==> src/hw/rtl/gme_pkg.sv <==
// Shared constants and controller/datapath interface types for the grouped mean equalizer.
package gme_pkg;

  localparam int MAX_ITEMS = 64;
  localparam int IDX_W     = $clog2(MAX_ITEMS);
  localparam int CNT_W     = IDX_W + 1;
  localparam int VALUE_W   = 32;
  localparam int LABEL_W   = 6;
  localparam int LABELS    = 1 << LABEL_W;
  localparam int SUM_W     = 38;
  localparam int STEP_W    = $clog2(SUM_W + 1);

  typedef struct packed {
    logic accept;
    logic lbl_rd;
    logic tab_emit;
    logic div_start;
    logic out_load;
    logic clear;
  } cmd_t;

  typedef struct packed {
    logic last_item;
    logic div_done;
    logic out_free;
  } sts_t;

endpackage

==> src/hw/rtl/gme_ctrl.sv <==
// Sequencing state machine: load phase, then one division per loaded item.
module gme_ctrl (
  input  logic          clk,
  input  logic          rst,
  input  logic          in_valid,
  input  logic          set_end,
  input  gme_pkg::sts_t sts,
  output logic          in_ready,
  output gme_pkg::cmd_t cmd
);

  localparam logic [2:0] S_LOAD   = 3'd0;
  localparam logic [2:0] S_DRAIN  = 3'd1;
  localparam logic [2:0] S_LBL    = 3'd2;
  localparam logic [2:0] S_TAB    = 3'd3;
  localparam logic [2:0] S_DSTART = 3'd4;
  localparam logic [2:0] S_DIV    = 3'd5;
  localparam logic [2:0] S_PUT    = 3'd6;

  logic [2:0] state;
  logic [2:0] state_next;

  always_ff @(posedge clk) begin
    if (rst) begin
      state <= S_LOAD;
    end else begin
      state <= state_next;
    end
  end

  always_comb begin
    state_next = state;
    cmd        = '0;
    in_ready   = 1'b0;
    unique case (state)
      S_LOAD: begin
        in_ready   = 1'b1;
        cmd.accept = in_valid;
        if (in_valid && set_end) begin
          state_next = S_DRAIN;
        end
      end
      S_DRAIN: begin
        state_next = S_LBL;
      end
      S_LBL: begin
        cmd.lbl_rd = 1'b1;
        state_next = S_TAB;
      end
      S_TAB: begin
        cmd.tab_emit = 1'b1;
        state_next   = S_DSTART;
      end
      S_DSTART: begin
        cmd.div_start = 1'b1;
        state_next    = S_DIV;
      end
      S_DIV: begin
        if (sts.div_done) begin
          state_next = S_PUT;
        end
      end
      S_PUT: begin
        if (sts.out_free) begin
          cmd.out_load = 1'b1;
          if (sts.last_item) begin
            cmd.clear  = 1'b1;
            state_next = S_LOAD;
          end else begin
            state_next = S_LBL;
          end
        end
      end
      default: begin
        state_next = S_LOAD;
      end
    endcase
  end

endmodule

==> src/hw/rtl/gme_divider.sv <==
// Bit-serial rounded divider: magnitude plus half count, one quotient bit per cycle.
module gme_divider (
  input  logic                                clk,
  input  logic                                rst,
  input  logic                                start,
  input  logic        [gme_pkg::SUM_W-1:0]    sum,
  input  logic        [gme_pkg::CNT_W-1:0]    cnt,
  output logic                                done,
  output logic signed [gme_pkg::VALUE_W-1:0]  mean
);

  logic [gme_pkg::STEP_W-1:0] step;
  logic [gme_pkg::SUM_W-1:0]  dvd;
  logic [gme_pkg::CNT_W-1:0]  rem;
  logic [gme_pkg::CNT_W-1:0]  den;
  logic                       neg;

  logic [gme_pkg::CNT_W-1:0]  den_start;
  logic [gme_pkg::SUM_W-1:0]  mag;
  logic [gme_pkg::CNT_W-1:0]  trial;
  logic                       qbit;
  logic [gme_pkg::VALUE_W-1:0] q_low;

  always_comb begin
    den_start = (cnt == '0) ? gme_pkg::CNT_W'(1) : cnt;
    mag       = sum[gme_pkg::SUM_W-1] ? (~sum + gme_pkg::SUM_W'(1)) : sum;
    mag       = mag + gme_pkg::SUM_W'(den_start >> 1);
    trial     = {rem[gme_pkg::CNT_W-2:0], dvd[gme_pkg::SUM_W-1]};
    qbit      = (trial >= den);
    q_low     = dvd[gme_pkg::VALUE_W-1:0];
    mean      = neg ? $signed(~q_low + gme_pkg::VALUE_W'(1)) : $signed(q_low);
    done      = (step == '0);
  end

  always_ff @(posedge clk) begin
    if (rst) begin
      step <= '0;
    end else if (start) begin
      step <= gme_pkg::STEP_W'(gme_pkg::SUM_W);
    end else if (step != '0) begin
      step <= step - gme_pkg::STEP_W'(1);
    end
  end

  always_ff @(posedge clk) begin
    if (start) begin
      neg <= sum[gme_pkg::SUM_W-1];
      dvd <= mag;
      rem <= '0;
      den <= den_start;
    end else if (step != '0) begin
      rem <= qbit ? (trial - den) : trial;
      dvd <= {dvd[gme_pkg::SUM_W-2:0], qbit};
    end
  end

endmodule

==> src/hw/rtl/gme_datapath.sv <==
// Datapath: label store, per-label sum/count memories with forwarding, divider, output register.
module gme_datapath (
  input  logic                               clk,
  input  logic                               rst,
  input  gme_pkg::cmd_t                      cmd,
  output gme_pkg::sts_t                      sts,
  input  logic signed [gme_pkg::VALUE_W-1:0] charge_value,
  input  logic        [gme_pkg::LABEL_W-1:0] group_label,
  output logic                               out_valid,
  input  logic                               out_ready,
  output logic signed [gme_pkg::VALUE_W-1:0] group_mean,
  output logic        [gme_pkg::IDX_W-1:0]   item_index,
  output logic                               run_end,
  output logic                               overflowed
);

  logic [gme_pkg::LABEL_W-1:0] label_store [gme_pkg::MAX_ITEMS];
  logic [gme_pkg::SUM_W-1:0]   sum_mem     [gme_pkg::LABELS];
  logic [gme_pkg::CNT_W-1:0]   cnt_mem     [gme_pkg::LABELS];
  logic [gme_pkg::LABELS-1:0]  vld;

  logic [gme_pkg::CNT_W-1:0]   items_loaded;
  logic                        overflow_seen;
  logic [gme_pkg::IDX_W-1:0]   idx;
  logic                        full;

  logic [gme_pkg::LABEL_W-1:0] rd_lbl;
  logic [gme_pkg::SUM_W-1:0]   rd_sum;
  logic [gme_pkg::CNT_W-1:0]   rd_cnt;
  logic                        rd_vld;
  logic [gme_pkg::LABEL_W-1:0] taddr;

  logic                        s_valid;
  logic [gme_pkg::LABEL_W-1:0] s_label;
  logic [gme_pkg::VALUE_W-1:0] s_value;
  logic                        s_fwd;
  logic [gme_pkg::SUM_W-1:0]   fwd_sum;
  logic [gme_pkg::CNT_W-1:0]   fwd_cnt;
  logic [gme_pkg::SUM_W-1:0]   base_sum;
  logic [gme_pkg::CNT_W-1:0]   base_cnt;
  logic [gme_pkg::SUM_W-1:0]   new_sum;
  logic [gme_pkg::CNT_W-1:0]   new_cnt;

  logic                               div_done;
  logic signed [gme_pkg::VALUE_W-1:0] div_mean;

  always_comb begin
    full     = (items_loaded == gme_pkg::CNT_W'(gme_pkg::MAX_ITEMS));
    taddr    = cmd.tab_emit ? rd_lbl : group_label;
    base_sum = s_fwd ? fwd_sum : (rd_vld ? rd_sum : '0);
    base_cnt = s_fwd ? fwd_cnt : (rd_vld ? rd_cnt : '0);
    new_sum  = base_sum + {{(gme_pkg::SUM_W-gme_pkg::VALUE_W){s_value[gme_pkg::VALUE_W-1]}},
                           s_value};
    new_cnt  = base_cnt + gme_pkg::CNT_W'(1);
    sts.last_item = (({1'b0, idx} + gme_pkg::CNT_W'(1)) == items_loaded);
    sts.div_done  = div_done;
    sts.out_free  = !out_valid || out_ready;
  end

  // control state
  always_ff @(posedge clk) begin
    if (rst || cmd.clear) begin
      items_loaded  <= '0;
      overflow_seen <= 1'b0;
      idx           <= '0;
      vld           <= '0;
      s_valid       <= 1'b0;
    end else begin
      s_valid <= cmd.accept && !full;
      if (cmd.accept) begin
        if (full) begin
          overflow_seen <= 1'b1;
        end else begin
          items_loaded <= items_loaded + gme_pkg::CNT_W'(1);
        end
      end
      if (s_valid) begin
        vld[s_label] <= 1'b1;
      end
      if (cmd.out_load) begin
        idx <= idx + gme_pkg::IDX_W'(1);
      end
    end
  end

  // load stage and forwarding
  always_ff @(posedge clk) begin
    if (cmd.accept) begin
      s_label <= group_label;
      s_value <= charge_value;
      s_fwd   <= s_valid && (s_label == group_label);
      fwd_sum <= new_sum;
      fwd_cnt <= new_cnt;
    end
  end

  // label store
  always_ff @(posedge clk) begin
    if (cmd.accept && !full) begin
      label_store[items_loaded[gme_pkg::IDX_W-1:0]] <= group_label;
    end
    if (cmd.lbl_rd) begin
      rd_lbl <= label_store[idx];
    end
  end

  // sum and count tables
  always_ff @(posedge clk) begin
    if (s_valid) begin
      sum_mem[s_label] <= new_sum;
      cnt_mem[s_label] <= new_cnt;
    end
    rd_sum <= sum_mem[taddr];
    rd_cnt <= cnt_mem[taddr];
    rd_vld <= vld[taddr];
  end

  gme_divider u_div (
    .clk   (clk),
    .rst   (rst),
    .start (cmd.div_start),
    .sum   (rd_vld ? rd_sum : '0),
    .cnt   (rd_vld ? rd_cnt : '0),
    .done  (div_done),
    .mean  (div_mean)
  );

  // output word register
  always_ff @(posedge clk) begin
    if (rst) begin
      out_valid <= 1'b0;
    end else if (cmd.out_load) begin
      out_valid <= 1'b1;
    end else if (out_ready) begin
      out_valid <= 1'b0;
    end
  end

  always_ff @(posedge clk) begin
    if (cmd.out_load) begin
      group_mean <= div_mean;
      item_index <= idx;
      run_end    <= sts.last_item;
      overflowed <= overflow_seen;
    end
  end

endmodule

==> src/hw/rtl/grouped_mean_equalizer.sv <==
// Top level of the grouped mean equalizer: controller, datapath and checks.
// Loads one word per cycle while in_ready is high; a word with set_end ends the set. Up to 64
// words are kept per set, later ones are dropped and flag overflowed on every result. After the
// last word, one result per kept word comes out in load order, each after label read, table
// read, divider start, the quotient-bit steps and the done check, then output load, plus any
// output stall. in_ready stays low from set_end until the last result is placed in the output
// register; the tables are cleared in the same cycle.
module grouped_mean_equalizer (
  input  logic                               clk,
  input  logic                               rst,
  input  logic                               in_valid,
  output logic                               in_ready,
  input  logic signed [gme_pkg::VALUE_W-1:0] charge_value,
  input  logic        [gme_pkg::LABEL_W-1:0] group_label,
  input  logic                               set_end,
  output logic                               out_valid,
  input  logic                               out_ready,
  output logic signed [gme_pkg::VALUE_W-1:0] group_mean,
  output logic        [gme_pkg::IDX_W-1:0]   item_index,
  output logic                               run_end,
  output logic                               overflowed
);

  gme_pkg::cmd_t cmd;
  gme_pkg::sts_t sts;

  gme_ctrl u_ctrl (
    .clk      (clk),
    .rst      (rst),
    .in_valid (in_valid),
    .set_end  (set_end),
    .sts      (sts),
    .in_ready (in_ready),
    .cmd      (cmd)
  );

  gme_datapath u_dp (
    .clk          (clk),
    .rst          (rst),
    .cmd          (cmd),
    .sts          (sts),
    .charge_value (charge_value),
    .group_label  (group_label),
    .out_valid    (out_valid),
    .out_ready    (out_ready),
    .group_mean   (group_mean),
    .item_index   (item_index),
    .run_end      (run_end),
    .overflowed   (overflowed)
  );

  a_stop_after_end: assert property (@(posedge clk) disable iff (rst)
    (in_valid && in_ready && set_end) |=> !in_ready)
    else $error("input still open after set_end word");

  a_no_load_midset: assert property (@(posedge clk) disable iff (rst)
    (out_valid && !run_end) |-> !in_ready)
    else $error("input open while results of a set are pending");

  a_clear_on_last: assert property (@(posedge clk) disable iff (rst)
    cmd.out_load |-> (cmd.clear == sts.last_item))
    else $error("tables not cleared with last result");

endmodule

==> config.mk <==
export PLATFORM = sky130hd
export DESIGN_NAME = grouped_mean_equalizer
export DESIGN_NICKNAME = d
export VERILOG_FILES = /design/src/hw/rtl/gme_pkg.sv /design/src/hw/rtl/gme_ctrl.sv /design/src/hw/rtl/gme_divider.sv /design/src/hw/rtl/gme_datapath.sv /design/src/hw/rtl/grouped_mean_equalizer.sv
export SDC_FILE = /design/constraint.sdc
export NUM_CORES = 2
export LEC_CHECK = 0
export BUFFER_PORTS_ARGS = -buffer_cell sky130_fd_sc_hd__buf_4
export CAP_MARGIN = 0
export CORE_ASPECT_RATIO = 1.2
export CORE_MARGIN = 2
export CORE_UTILIZATION = 57
export DETAILED_ROUTE_END_ITERATION = 8
export PLACE_DENSITY = 0.76
export SYNTH_ARGS = -nofsm -noshare
export SYNTH_HDL_FRONTEND = slang
export SYNTH_SLANG_ARGS = --single-unit
==> constraint.sdc <==
create_clock -name clk -period 8.8 [get_ports clk]
set_input_delay 2.2 -clock clk [delete_from_list [all_inputs] [get_ports clk]]
set_output_delay 2.2 -clock clk [all_outputs]
set_load 0.01 [all_outputs]
; ---- After elaboration in Yosys (flattened, before gate mapping)
; Memory sizes are Yosys's and may differ from the RTL's. A register that Yosys moved wholly into a read port is not among the register bits.
; Index checks and enable logic that the tools add are counted.
[op_classes]
n_addsub = 10
order_cmp = 4
n_eq_ne = 12
mux = 36
bitwise_logic = 4
n_reduce_logical = 18
[op_table]
columns = operator, n
row1 = two-way mux 38 bit, 5
row2 = OR 64 bit, 1
row3 = adder 38 x 1 -> 38 bit (second input constant), 1
row4 = adder 38 bit, 1
row5 = adder 38 x 6 -> 38 bit, 1
row6 = inverter 38 bit, 1
row7 = adder 32 x 1 -> 32 bit (second input constant), 1
row8 = two-way mux 32 bit, 1
row9 = inverter 32 bit, 1
row10 = two-way mux 6 bit, 4
row11 = two-way mux 7 bit, 3
row12 = case mux 3 bit (7 select lines), 1
row13 = adder 7 x 1 -> 7 bit (second input constant), 2
row14 = < comparator 6 x 7 -> 1 bit (second input constant), 2
row15 = two-way mux 1 bit, 14
row16 = equality test 3 bit (second input constant), 3
row17 = two-way mux 3 bit, 3
row18 = adder 6 x 1 -> 7 bit (second input constant), 1
row19 = equality test 7 bit, 1
row20 = equality test 7 bit (second input constant), 1
row21 = >= comparator 7 bit, 1
row22 = logical NOT 7 bit, 1
row23 = adder 6 x 1 -> 6 bit (second input constant), 1
row24 = binary-select mux 1 bit (select 6 bit), 1
row25 = other kinds (21), 32
[word_totals]
register_bits = 266
ramBits = 3264
input_bits = 43
output_inout_bits = 42
word_cells = 111
memories = 3
[memory_table]
columns = name, depth, width, rd, rd_clocked_by_memory_dff, write_ports, line
row1 = u_dp.sum_mem, 64, 38, 1, 1, 1, gme_datapath.sv:18  ; logic [gme_pkg::SUM_W-1:0] sum_mem [gme_pkg::LABELS];
row2 = u_dp.cnt_mem, 64, 7, 1, 1, 1, gme_datapath.sv:19  ; logic [gme_pkg::CNT_W-1:0] cnt_mem [gme_pkg::LABELS];
row3 = u_dp.label_store, 64, 6, 1, 1, 1, gme_datapath.sv:17  ; logic [gme_pkg::LABEL_W-1:0] label_store [gme_pkg::MAX_ITEMS];

; ---- Depth between registers and ports, before layout
[depth]
depth_word = 6
mapped_depth = 20
depth_no_buf = 15

; ---- Hierarchy
; Synthesis repeated with hierarchy kept, for this count alone.
[hier_totals]
cells_unflattened = 12760
area_unflattened_um2 = 162039.2
[by_module_without_submodules]
columns = module, instances, cells_each, area_per_inst_um2
row1 = gme_datapath, 1, 12138, 156416.3
row2 = gme_divider, 1, 594, 5427.7
row3 = gme_ctrl, 1, 28, 195.2

; ---- Worst setup path before layout
; OpenSTA, ideal clock, no wires.
[synth_timing]
kind = register -> register
start = register u_dp.rd_vld
end = register u_dp.fwd_sum[37] (netlist bit) (data pin)
setup_ps = 1021
t_arrival_ps = 7647
t_required_ps = 7779
setup_slack_ps = 132
stages_incl_launch_ff = 18
n_path_buf = 5
period_less_slack_ps = 8668
cell_sequence = dfxtp_1 clkbuf_1 buf_2 clkbuf_1 clkbuf_1 clkbuf_1 nand2_1 o21ai_0 ha_1 nand2_1 nor4_1 and3_1 a31oi_1 o21ai_0 o41ai_1 o21ai_0 nand2_1 o311ai_0
[synth_between]
elab_chain_len = 3
[synth_rtl]
columns = item, line
row1 = from (decl), gme_datapath.sv:30  ; logic rd_vld;
row2 = from (signal assigned), gme_datapath.sv:115  ; rd_vld <= vld[taddr];
row3 = two-way mux 38 bit (2 in series), gme_datapath.sv:50  ; base_sum = s_fwd ? fwd_sum : (rd_vld ? rd_sum : '0);
row4 = adder 38 bit, gme_datapath.sv:52  ; new_sum = base_sum + {{(gme_pkg::SUM_W-gme_pkg::VALUE_W){s_value[gme_pkg::VALUE_W-1]}},
row5 = net u_dp.new_sum (one bit), gme_datapath.sv:41  ; logic [gme_pkg::SUM_W-1:0] new_sum;
row6 = to (signal assigned), gme_datapath.sv:92  ; fwd_sum <= new_sum;
row7 = to (decl), gme_datapath.sv:37  ; logic [gme_pkg::SUM_W-1:0] fwd_sum;
; The timed path passes the listed nets, and every way through them passes these cells.
; A chain may end at the register's enable or synchronous reset.

; ---- Final worst setup path
[layout_timing]
start = register u_dp.rd_vld
end = memory u_dp.sum_mem[40][37] (netlist bit) (data pin)
[layout_between]
elab_chain_len = 3
[layout_rtl]
columns = item, line
row1 = two-way mux 38 bit (2 in series), gme_datapath.sv:50
row2 = adder 38 bit, gme_datapath.sv:52
row3 = net u_dp.new_sum (one bit), gme_datapath.sv:41
row4 = to (decl), gme_datapath.sv:18
; The timed path passes the listed nets, and every way through them passes these cells.

==> results.md <==
- GRT Total Usage: 28.5%
- Post-CTS sizing: 0
- Finished Layout Cells: 11,000
- DRC viols: 2
- Hold path depth: 2
- Iter 0 DRT Violations: 10,400
- Synth Flop Type: edfxtp_1
- Syn_area_per_cell: 19.4 µm²
- Setup TNS Final: 0 ps
- Wire per inst: 32.9 µm
- Crit Path Max Fanout: 65
- Initial antenna violation count: 7
- Full die area: 253,000 µm²
- Post-synth EDFFs: 3,440
- Final Hold Viols: 0
- Flop2flop setup slack: 2490 ps
- Avg Vias per Cell: 6.89
- Core Util, Final: 64.1%
- Maximum clock path buffer count: 4
- Fill cells: 15,700
- Critical path data required time: 9340 ps
- Clk slew on worst S/H paths: 60 ps
- Worst-Margin Slew: 1300 ps
- Clock power share: 34.6%
- DPL Wire Length: 187 mm
- Final Skew: 94.9 ps
- CTS tree: yes
- Root Driver: clkbuf_16
- Gate power share: 13.4%
- Tmin final: 6310 ps
- #FFs+latches synth: 3,581
- IO buf count: 84
- Layout cell share with drive strength beyond 1: 23.2%
- Switching Share: 25.7%
- PwrDens: 268 nW/µm²
- Die height: 550 µm
- Row count: 200
- Worst relative slew slack: 13.2%
- Failing checks: DRC
- Startpoint Class: flop
- Drt pass-1 iters: 9
- H-tree levels: 5
- Tcrit/Tclk final: 71.7%
- Reg power frac: 52.0%
- Post-Syn Nets: 7,408
- Post-route ant nets: 0
- # clock sinks: 3,581
- Post-CTS Hold Buffers: 0
- Slew Limit Fails: 0
- GRT Residual Overflow: 0
- Area grow syn2layout: 11.8%
- Final setup violation count: 0
- Core area: 247,000 µm²
- TritonCTS Buffers: 341
- Worst setup EP type: flop
- Vias in the first global route: 75,100
- Crit path DAT: 6850 ps
- Largest net degree at the start of global routing: 156
- Lkg Pwr: 49.6 nW
- Initial core utilization: 57.3%
- Max Cap Viol: 0
- Outcome: finished with violations
- Layout net count: 7,603
- GPL Wtd Cong: 0.903
- Worst hold path type: reg -> reg
- Synthesized area: 142,000 µm²
- First-pass GRT wire length: 521 mm
- Post-CTS setup buffers: 0
- Placed insts: 10,400
- I/O Pins: 85
- Int Power: 0.0316 W
- Die width: 459 µm
- Vias after detailed routing: 75,900
- Peak VDD IR: 0.222 mV
- Crit path kind: reg -> reg
- WL final: 363 mm
- Fmax: 158 MHz
- Ys Warns: 0
- Distinct cells, synth: 85
- Ys async rst share: 0%
- Clk Latency, worst-skew pair: 900 ps
- Reg2Reg Depth: 17
- Switching power: 0.0109 W
- Post-Synthesis Cells: 7,304
- Sequential share of the synthesized area: 74.9%
- Unrepaired setup endpoints after global routing: false
area by class of cell:
class                      count  area, µm²  area share [%]
sequential                  3581     106000            67.0
clock inverter               190       1920            1.21
timing repair buffer         273       2340            1.48
tap                         3232       4040            2.55
antenna                        3       7.51         0.00474
multi-input combinational   3250      34600            21.8
clock buffer                 430       9190            5.80
inverter                      52        195           0.123
placed cells by master (no fill, tap or decap), drive strengths merged, types with 93 or more instances in the layout:
master	Yosys	final
dfxtp	141	141
nor2	362	362
xnor2	102	102
o21ai	98	98
a211oi	239	239
mux4	862	862
buf	166	273
nand2	535	535
clkinv	1	135
a311oi	93	93
a21oi	150	150
a31oi	103	103
clkbuf	255	430
and2	200	200
edfxtp	3440	3440
flip-flops by register name, indices dropped and copies added (netlist names), 3 cells and up:
signal	cells
u_dp.label_store	384
u_dp.vld	64
u_dp.s_value	32
u_dp.u_div.rem	6
u_dp.rd_sum	38
u_dp.group_mean	32
u_dp.fwd_sum	38
u_dp.sum_mem	2432
u_dp.u_div.step	6
u_dp.s_label	6
u_dp.u_div.den	7
u_dp.items_loaded	7
u_dp.idx	6
u_dp.rd_cnt	7
u_dp.fwd_cnt	7
u_dp.u_div.dvd	38
u_dp.item_index	6
u_dp.rd_lbl	6
u_dp.cnt_mem	448
u_ctrl.state	3
power by group through the flow:
| stage | logic, W | clock network [W] | registers (W) |
|---|---|---|---|
| 6_report | 0.00570 | 0.0147 | 0.0221 |
| 5_1_grt | 0.00615 | 0.0154 | 0.0221 |
| 4_1_cts | 0.00562 | 0.0148 | 0.0220 |
| 3_5_place_dp | 0.00560 | 0 | 0.0224 |
| 3_3_place_gp | 0.00531 | 0 | 0.0224 |
| 2_1_floorplan | 0.00333 | 0 | 0.0224 |
metal layers:
metal / GRT usage [%] / share of wire [%] / vias up
met5: 0.938 / 0.094 / -
met4: 10.1 / 3.9 / 2
met3: 5.79 / 12 / 900
met2: 47.0 / 50 / 5345
met1: 38.2 / 35 / 39400
li1: - / - / 30200
synthesized netlist by cell type (23+ instances only):
cell type	instances	area, µm²
nand3_1	43	215
buf_1	54	203
mux2i_1	23	230
nor3_1	43	215
clkbuf_1	255	957
nand2_1	534	2000
mux4_2	862	19400
dfxtp_1	141	2820
ha_1	58	726
a211oi_1	238	1790
edfxtp_1	3440	103000
o21ai_0	95	475
a31oi_1	103	644
buf_2	109	546
and2_1	200	1250
a21oi_1	150	751
nor2_1	361	1360
inv_1	51	191
a311oi_1	92	806
o31ai_1	24	180
xnor2_1	102	893
xor2_1	37	324
critical path, cell delays in order, from the launching register on:
cell	delay [ps]
dfxtp_2	510
buf_4	470
inv_1	80
buf_4	240
nor2_1	130
buf_4	320
a22o_1	180
ha_1	280
o21ai_0	260
o211ai_1	110
and2_1	250
a31oi_1	510
o21ai_0	370
o41ai_1	720
o21ai_0	380
a211o_1	360
o311ai_2	80
buf_4	570
final timing paths:
| path | from | end |
|---|---|---|
| max | u_dp.rd_vld | u_dp.sum_mem[40][37] |
| min | u_dp.vld[41] | u_dp.vld[41] |
| min reg2reg | u_dp.vld[41] | u_dp.vld[41] |
| max reg2reg | u_dp.rd_vld | u_dp.sum_mem[40][37] |
stage by stage:
step / setup WS [ps] / hold slack, ps / area [µm²] / power [W]
final: 2490 / 465 / 158000 / 0.0425
after global routing: 2240 / 485 / 158000 / 0.0437
after CTS: 2600 / 469 / 158000 / 0.0425
after detailed placement: 2460 / 455 / 147000 / 0.0280
after global placement: 2500 / 444 / 147000 / 0.0277
after floorplan: 132 / 406 / 142000 / 0.0258
cell families after synthesis:
kind of cell	count (synthesis)	share of synthesized area (%)
simple gates	1332	4.35
xor+xnor	139	0.859
buf+inv	473	1.36
compound gates	822	4.00
mux	896	14.0
flops	3581	74.9
fa+ha+maj	61	0.555
(Power assumes the default switching activity.)
